--- src/hsfc_pkg.sv ---
// Shared types and constants for the half/single converter.
// No dependencies.
package hsfc_pkg;

  typedef enum logic {
    FUNC_S2H = 1'b0,
    FUNC_H2S = 1'b1
  } func_e;

  localparam logic [15:0] HALF_QNAN = 16'h7E00;
  localparam logic [15:0] HALF_INF  = 16'h7C00;
  localparam logic [30:0] SGL_INF_MAG = 31'h7F80_0000;
  localparam logic [30:0] HALF_INF_AS_SGL = 31'(31) << 23;

endpackage

--- src/hsfc_s2h.sv ---
// Single to half conversion, combinational.
// Depends on hsfc_pkg.
module hsfc_s2h import hsfc_pkg::*; (
  input  logic [31:0] op_i,
  output logic [15:0] res_o
);

  logic [30:0] mag;
  logic [30:0] mant;
  logic [7:0]  e;
  logic [23:0] sig;
  logic [6:0]  s;
  logic [23:0] q;
  logic [23:0] rem;
  logic [23:0] half;
  logic [30:0] scaled;
  logic [30:0] sum;
  logic [14:0] r;

  always_comb begin
    mag  = op_i[30:0];
    mant = {mag[30:12], 12'h000};
    e    = mant[30:23];
    sig  = {1'b1, mant[22:0]};
    s    = 7'(8'd113 - e);
    q    = '0;
    rem  = '0;
    half = '0;
    if (e >= 8'd113) begin
      scaled = mant - (31'(112) << 23);
    end else if (e == 8'd0 || s >= 7'd25) begin
      scaled = '0;
    end else begin
      q    = sig >> s;
      rem  = sig & ((24'd1 << s) - 24'd1);
      half = 24'd1 << (s - 7'd1);
      if (rem > half || (rem == half && q[0])) q = q + 24'd1;
      scaled = 31'(q);
    end
    sum = scaled + 31'h1000;
    if (sum > HALF_INF_AS_SGL) sum = HALF_INF_AS_SGL;
    r = sum[27:13];
    if (mag > SGL_INF_MAG)       res_o = {op_i[31], HALF_QNAN[14:0]};
    else if (mag == SGL_INF_MAG) res_o = {op_i[31], HALF_INF[14:0]};
    else                         res_o = {op_i[31], r};
  end

endmodule

--- src/hsfc_h2s.sv ---
// Half to single conversion, combinational.
// Depends on hsfc_pkg.
module hsfc_h2s import hsfc_pkg::*; (
  input  logic [15:0] op_i,
  output logic [31:0] res_o
);

  logic [4:0]  ex;
  logic [9:0]  man;
  logic [3:0]  p;
  logic [22:0] frac;
  logic [30:0] mag;

  always_comb begin
    ex  = op_i[14:10];
    man = op_i[9:0];
    p   = '0;
    // leading one position of a subnormal mantissa
    for (int i = 0; i < 10; i++) begin
      if (man[i]) p = 4'(i);
    end
    frac = 23'({man, 13'd0} << (4'd10 - p));
    if (ex == 5'd0) begin
      if (man == 10'd0) mag = '0;
      else              mag = {8'(p) + 8'd103, frac};
    end else if (ex == 5'h1F) begin
      mag = {8'hFF, man, 13'd0};
    end else begin
      mag = {8'(ex) + 8'd112, man, 13'd0};
    end
    res_o = {op_i[15], mag};
  end

endmodule

--- src/half_single_float_converter_core.sv ---
// Half/single float converter: start is captured in the input register, then the result
// register drives valid_o; throughput one conversion per cycle.
// busy is always low; the receiver cannot stall, each result shows for one cycle.
// Reset (asynchronous, active low) clears the valid flags; data registers are not reset.
// Depends on hsfc_pkg, hsfc_s2h, hsfc_h2s.
module half_single_float_converter_core import hsfc_pkg::*; (
  input  logic        clk_i,
  input  logic        rst_ni,
  input  logic        start,
  output logic        busy,
  input  logic        func_i,
  input  logic [31:0] operand_i,
  output logic        valid_o,
  output logic [31:0] result_o
);

  logic        in_vld_q;
  logic        func_q;
  logic [31:0] op_q;
  logic [15:0] s2h;
  logic [31:0] h2s;
  logic [31:0] res_d;
  logic [31:0] res_q;
  logic        out_vld_q;

  assign busy = 1'b0;

  always_ff @(posedge clk_i or negedge rst_ni) begin
    if (!rst_ni) begin
      in_vld_q  <= 1'b0;
      out_vld_q <= 1'b0;
    end else begin
      in_vld_q  <= start;
      out_vld_q <= in_vld_q;
    end
  end

  always_ff @(posedge clk_i) begin
    if (start) begin
      func_q <= func_i;
      op_q   <= operand_i;
    end
    if (in_vld_q) res_q <= res_d;
  end

  hsfc_s2h u_s2h (.op_i(op_q), .res_o(s2h));
  hsfc_h2s u_h2s (.op_i(op_q[15:0]), .res_o(h2s));

  assign res_d    = (func_e'(func_q) == FUNC_H2S) ? h2s : {16'd0, s2h};
  assign valid_o  = out_vld_q;
  assign result_o = res_q;

endmodule

--- config.mk ---
export PLATFORM = sky130hd
export DESIGN_NAME = half_single_float_converter_core
export DESIGN_NICKNAME = d
export VERILOG_FILES = /design/src/hsfc_pkg.sv /design/src/hsfc_s2h.sv /design/src/hsfc_h2s.sv /design/src/half_single_float_converter_core.sv
export SDC_FILE = /design/constraint.sdc
export NUM_CORES = 1
export LEC_CHECK = 0
export ABC_CLOCK_PERIOD_IN_PS = 6000
export BUFFER_PORTS_ARGS = -buffer_cell sky130_fd_sc_hd__buf_2
export CORE_UTILIZATION = 55
export CTS_CLUSTER_SIZE = 14
export DETAILED_ROUTE_END_ITERATION = 7
export GPL_ROUTABILITY_DRIVEN = 0
export PLACE_DENSITY = 0.77
export REMOVE_ABC_BUFFERS = 1
export SYNTH_ARGS = -nofsm -noshare
export SYNTH_HDL_FRONTEND = slang
export SYNTH_SLANG_ARGS = --single-unit
--- constraint.sdc ---
create_clock -name clk_i -period 6 [get_ports clk_i]
set_input_delay 0.3 -clock clk_i [delete_from_list [all_inputs] [get_ports clk_i]]
set_output_delay 0.3 -clock clk_i [all_outputs]
set_load 0.1 [all_outputs]
==> results of run 1 <==
==> worst reg2reg max path, stage by stage, from the launching register on <==
cell and delay [ns]:
edfxtp_1 0.41, buf_4 0.20, or3_1 0.40, a211oi_2 0.24
buf_4 0.18, nor2_1 0.07, buf_4 0.16, o21ai_0 0.19
a21boi_0 0.13, ha_1 0.32, and3_1 0.22, nand4_1 0.14
nor2_1 0.09, o41a_1 0.12, a32oi_2 0.30, mux2i_4 0.37
nand4_1 0.19, nand3_4 0.16, ha_1 0.17, buf_4 0.14
nand3_1 0.06, a31oi_1 0.16, a41o_1 0.12, o221a_1 0.17
o2111ai_1 0.13, nor3_2 0.32, a41oi_4 0.21, nor3b_1 0.25
==> routing by layer <==
metal  routed length (um)  vias up
met1                 7560     2854
met5                    0        -
li1                     -     2782
met2                 7980      442
met3                 1990       85
met4                  764        0
==> final cells by class <==
cell class / instances / area [sq um]
multi-input cells: 568 / 4120
flip-flops and latches: 66 / 1970
inverters: 15 / 56.3
well taps: 140 / 175
clock buffers: 9 / 225
repair buffers: 107 / 639
clock inverters: 7 / 93.8
fillers: 858 / 3660
==> worst max-delay path by stage <==
stage / start / endpoint / cells past startpoint
detailed placement: op_q[27] / result_o[1] / 28
CTS: op_q[24] / result_o[1] / 27
global placement: op_q[26] / result_o[1] / 26
finish: op_q[24] / result_o[0] / 27
global route: op_q[24] / result_o[0] / 27
floorplan: op_q[24] / result_o[0] / 25
==> kinds of logic after synthesis <==
group / count (synthesis) / synth area share
other: 1 / 0.000600
muxes: 42 / 0.0808
buffers and inverters: 58 / 0.0402
and+or+nand+nor: 294 / 0.255
adders and majority gates: 27 / 0.0540
DFF: 66 / 0.315
xor gates and xnor gates: 25 / 0.0362
AOI/OAI and AO/OA: 179 / 0.218
==> what timing repair did <==
item / 4_1_cts / 5_1_grt
gates resized for setup: 1 / 20
endpoints found under the setup margin: 4 / 15
setup buffers: 0 / 10
pin swaps: 0 / 8
hold endpoints to repair: 2 / 0
hold buffers: 1 / 0
==> report_power, final <==
group	total, mW	internal, mW	switching (mW)
clock	0.557	0.363	0.195
sequential	0.608	0.554	0.0531
combinational	0.710	0.224	0.486
==> state kept, by name (all words and copies together) (netlist names) <==
signal    cells
valid_o       1
func_q        1
in_vld_q      1
result_o     31
op_q         32
==> per-stage QoR <==
step | power (mW) | util
final | 1.87 | 0.665
after global routing | 1.95 | 0.665
after CTS | 1.83 | 0.651
after detailed placement | 1.28 | 0.620
after global placement | 1.26 | 0.620
after floorplan | 1.10 | -
==> cells in the final DEF (no fill, tap or decap), drive strengths merged, types with 10 or more instances in the layout <==
master / Yosys / routed
a21o: 11 / 11
a21oi: 30 / 30
a22oi: 14 / 14
and2: 16 / 16
and3: 11 / 11
buf: 19 / 106
edfxtp: 64 / 64
ha: 27 / 27
inv: 14 / 14
mux2i: 28 / 28
nand2: 75 / 75
nand3: 30 / 30
nand4: 16 / 16
nor2: 62 / 62
nor2b: 14 / 14
nor3: 24 / 24
o21a: 13 / 13
o21ai: 31 / 31
xnor2: 15 / 15
xor2: 10 / 10
==> impl_results.md, run 1 <==
* Outcome: completed
* Vias in the first global route at ~5700
* Number of nets in the finished design at 830
* Total I/O pin count at 70
* Share of final-layout standard cells stronger than drive strength 1 at 0.244
* Average vias per placed instance at 6.76
* Antenna-violating nets left at 0
* Kind of critical path: flop to flop
* Worst R2R Setup Slack at between 0.2 and 0.25 ns
* Clock sink count at 66
* RSZ-0062 raised after global routing: true
* Final hold slack at around 0.15 ns
* Detailed Place HPWL at ~13000 um
* Avg Cell Area, Syn at between 9 and 10 sq um
* Clock latency on the worst-skew pair at ~0.32 ns
* Number of placed cells counting well taps at just under 900
* Biggest area contributors in the synthesized netlist: edfxtp_1 31%, ha_1 5.4%, mux2i_1 4.5%, nand2_1 4.4%, nor2_1 3.7%
* Height of the chip at between 100 and 150 um
* Number of buffers created by CTS at 9
* Number of instances in the synthesized netlist at just under 700
* Kind of cell with the highest combined delay on the critical path: simple AND/OR/NAND/NOR gates
* Global Route met2 Usage at 0.498
* Clock transition at the registers of the reported paths at roughly 0.060 ns
* DIE AREA at 0.0118 sq mm
* CTS tree: yes
* Total via count in the routed design at a little over 6000
* Max-capacitance violation count at 0
* Worst EP required at between 6 and 7 ns
* EDFF count, synth at 64
* Initial antenna violation count at 1
* Slew @ Worst Pin at 1.28 ns
* DRC violations left at 0
* Static leakage at around 2.8 nW
* Final slew viol count at 0
* Max H-tree Level at 3
* Class of the worst hold path: primary input to flop
* Worst-path fanout max at 8
* Fraction of the yosys area taken by sequential cells at 0.315
* Maximum root-to-sink buffer count at 2
* Maximum single-stage delay on the critical path at just over 0.4 ns
* Layout overhead on the synthesized area at 16.4%
* Total of buffers placed on input and output ports at 68
* Kind of start point of the critical path: flop
* Final wirelength at 18300 um
* Hold Path Cell Cnt at 1
* Clock period minus worst slack at 5.78 ns
* # diodes at 0
* Clock tree skew after final layout at roughly 0.0063 ns
* Root buffer cell: clkbuf_16
* Dominant register cell in the synthesized netlist: edfxtp_1
* Reg-to-Reg End: result_o[0]
* Origin of the critical flop-to-flop path: op_q[24]
* Maximum number of pins on one net before global-route repair at 35
* Worst setup slack after placement at around 0.044 ns
* Core region area at 0.0109 sq mm
* Dominant cell type by count on the critical path: buf_4
* Post-synth top area share at 0.307
* Global routing's busiest layer: met2
* Biggest area consumer among synthesized cells: edfxtp_1
* Hold-critical path endpoint: op_q[7]
* Area of the mapped netlist at about 0.0063 sq mm
* Flip-flop and latch count after synthesis at 66
* DR WL/cell at 20.1 um
* Worst path arrival time at roughly 5.9 ns
* Library cells used by synthesis at 92
* Sum of overflow across all layers after global routing at 0
* Setup slack after layout at roughly 0.22 ns
* Number of setup violations in the final report at 0
* Share of synthesized registers carrying an async set or reset at 0.0303
* Peak supply drop at approximately 0.23 mV
* Fin area at ~0.0073 sq mm
* Number of rows in the core area at 38
* Final total negative setup slack at 0 ns
* Highest-delay cell along the critical path: edfxtp_1
* Initial Util at 0.572
* Normalized max-slew margin at 0.148
* Number of detailed-routing iterations run before antenna repair at 6
* GRT Resource Usage Total at 0.324
* Power per Cell Area at between 200 and 300 mW/mm^2
* Yosys warning count at 0
* Ranking of synthesized cells by instance count: 74 x nand2_1, 64 x edfxtp_1, 61 x nor2_1, 29 x a21oi_1, 29 x nand3_1
* Met3 Use GR at 0.0622
* First-pass GRT wire length at a little under 30000 um
* Most common cell in the netlist: nand2_1
* Worst path bufs/invs at 4
* Routing usage on met1 at 0.447
* Hold Path Origin: operand_i[7]
* CP Capture Type: flop
* Maximum clock frequency at between 0.15 and 0.2 GHz
* Depth of the worst register-to-register path at 27
* Post-route non-filler standard cell count at ~910
* Cell area after placement at roughly 0.0068 sq mm
* DRT iter0 DRCs at roughly 800
* Floorplan die width at 109 um
* Final critical-path share of the clock period at 0.964
* Total count of hold-check failures in the final report at 0
No activity file was read; power rests on OpenSTA's default activity.
==> inputs of run 2 (changes only) <==
--- a/config.mk
+++ b/config.mk
@@ -13,6 +13,7 @@
 export GPL_ROUTABILITY_DRIVEN = 0
 export PLACE_DENSITY = 0.77
 export REMOVE_ABC_BUFFERS = 1
+export SETUP_SLACK_MARGIN = 0.3
 export SYNTH_ARGS = -nofsm -noshare
 export SYNTH_HDL_FRONTEND = slang
 export SYNTH_SLANG_ARGS = --single-unit
==> run 2 against run 1 <==
  * Total power rose by 1.9%
  * Clock skew shrank 0.00086 ns
  * Flip-flop and latch count stayed put
  * Critical endpoint is now result_o[1]
  * Sequential power is essentially flat
  * Sequential share of layout area shrank 0.94 points
  * Critical path depth is 2 higher
==> impl_results.md, run 2 (same netlist as run 1, synthesis figures left out) <==
* Floorplan die width at 109 um (unchanged)
* # diodes at 0 (unchanged)
* Detailed Place HPWL at 13200 um (unchanged)
* Number of setup violations in the final report at 0 (unchanged)
* Average vias per placed instance at 6.82 (+0.89%)
* Maximum number of pins on one net before global-route repair at 35 (unchanged)
* Worst-path fanout max at 7 (-1)
* Register ranked first by flip-flop count: op_q
* Highest-delay cell along the critical path: edfxtp_1
* Clock transition at the registers of the reported paths at 0.06 ns (about the same)
* Total I/O pin count at 70 (unchanged)
* Normalized max-slew margin at 0.134 (-0.0143)
* Initial antenna violation count at 1 (unchanged)
* DR WL/cell at 20.5 um (+2.2%)
* Max H-tree Level at 3 (unchanged)
* Height of the chip at 109 um (unchanged)
* Sum of overflow across all layers after global routing at 0 (unchanged)
* Number of nets in the finished design at 841 (+1.3%)
* Final wirelength at 18900 um (+3.4%)
* Maximum root-to-sink buffer count at 2 (unchanged)
* Number of rows in the core area at 38 (unchanged)
* Outcome: completed
* Clock latency on the worst-skew pair at 0.32 ns (about the same)
* Power per Cell Area at 253 mW/mm^2 (-1.6%)
* First-pass GRT wire length at 29600 um (+0.31%)
* Clock period minus worst slack at 5.54 ns (-0.241 ns)
* Most used cells in the layout excluding fill and tap cells: 73 x nand2_1, 68 x buf_2, 64 x edfxtp_1
* Worst path arrival time at 5.69 ns (-0.24 ns)
* Final total negative setup slack at 0 ns (unchanged)
* Antenna-violating nets left at 0 (unchanged)
* DRT iter0 DRCs at 870 (+10%)
* Root buffer cell: clkbuf_16
* Initial Util at 0.572 (unchanged)
* Number of buffers created by CTS at 9 (unchanged)
* Maximum clock frequency at 0.180 GHz (+4.3%)
* CP Capture Type: flop
* Final slew viol count at 0 (unchanged)
* Final hold slack at 0.150 ns (+0.00219 ns)
* Total of buffers placed on input and output ports at 68 (unchanged)
* Fill cell instance count of the final layout at 816 (-4.9%)
* Worst EP required at 6.15 ns (about the same)
* Clock tree skew after final layout at 0.00548 ns (-0.000862 ns)
* Kind of start point of the critical path: flop
* Worst R2R Setup Slack at 0.46 ns (+0.24 ns)
* RSZ-0062 raised after global routing: true
* Core region area at 0.0109 sq mm (unchanged)
* Number of flip-flops under the largest register name at 32 (unchanged)
* Vias in the first global route at 5740 (+0.35%)
* Peak supply drop at 0.233 mV (+0.97%)
* Max-capacitance violation count at 0 (unchanged)
* Number of detailed-routing iterations run before antenna repair at 6 (unchanged)
* Post-layout power at 1.91 mW (+1.9%)
* Layout overhead on the synthesized area at 20.6%
* DRC violations left at 0 (unchanged)
* Class of the worst hold path: primary input to flop
* Clock sink count at 66 (unchanged)
* Most common cell after layout, fill and taps aside: nand2_1
* Final critical-path share of the clock period at 0.924 (-0.0401)
* Kind of critical path: flop to flop
* CTS tree: yes
* Slew @ Worst Pin at 1.30 ns (+0.0215 ns)
* Total via count in the routed design at 6293 (+2.1%)
* Share of final-layout standard cells stronger than drive strength 1 at 0.278 (+0.0349)
* Static leakage at 2.94 nW (+3.3%)
* Maximum single-stage delay on the critical path at 0.45 ns (+0.04 ns)
* Total count of hold-check failures in the final report at 0 (unchanged)
* DIE AREA at 0.0118 sq mm (unchanged)
* GRT Resource Usage Total at 0.325 (+0.00168)
run 2: cell types whose count changed in the layout (fill, tap and decap cells not counted), sizes merged:
cell,previous run,this run
inv,14,13
clkinvlp,1,2
buf,106,117
run 2: path summary, 6_finish.rpt:
path | cells past startpoint | endpoint | startpoint
min in group asynchronous | 2 | valid_o | rst_ni
setup / recovery | 29 | result_o[1] | op_q[27]
hold / removal | 1 | op_q[14] | operand_i[14]
hold reg to reg | 2 | result_o[15] | op_q[31]
max in group asynchronous | 2 | in_vld_q | rst_ni
setup reg to reg | 29 | result_o[1] | op_q[27]
run 2: layer usage:
metal,global-route usage,vias up,part of all wire
met5,0,-,0
met4,0.131,0,0.047
met3,0.0616,97,0.10
met2,0.498,450,0.44
met1,0.453,2938,0.41
li1,-,2808,-
run 2: layout make-up:
cell class              instances  area, sq um  area share
repair buffers                118          748      0.0992
well taps                     140          175      0.0232
multi-input cells             568         4270       0.566
clock inverters                 7         93.8      0.0124
inverters                      15         60.1     0.00797
flip-flops and latches         66         1970       0.262
clock buffers                   9          225      0.0299
run 2: critical path, delay by kind of cell, from the launching register on:
kind / cells / cell delay, ns
AOI/OAI and AO/OA: 8 / 1.26
adders and majority gates: 3 / 0.62
buffers and inverters: 2 / 0.26
DFF: 1 / 0.45
muxes: 1 / 0.33
and+or+nand+nor: 15 / 2.42
run 2: where the power goes:
part	switching [mW]	total [mW]	leakage, nW	internal, mW
registers	0.0538	0.608	0.645	0.554
clock network	0.194	0.557	0.153	0.363
logic	0.504	0.745	2.14	0.242
run 2: metrics by stage:
stage / cells / util / area (sq um) / setup slack (ns)
global placement: 885 / 0.620 / 6780 / 0.218
CTS: 904 / 0.654 / 7150 / 0.303
floorplan: 649 / - / 6060 / -0.413
detailed placement: 885 / 0.620 / 6780 / 0.0436
finish: 923 / 0.689 / 7540 / 0.457
global route: 923 / 0.689 / 7540 / 0.186
run 2: timing repair:
item                                   4_1_cts  5_1_grt
pin swaps                                    0       23
setup endpoints to repair                   15       15
endpoints found under the hold margin        2        0
setup buffers                                2       19
resized for setup                            6       52
hold buffers                                 1        0
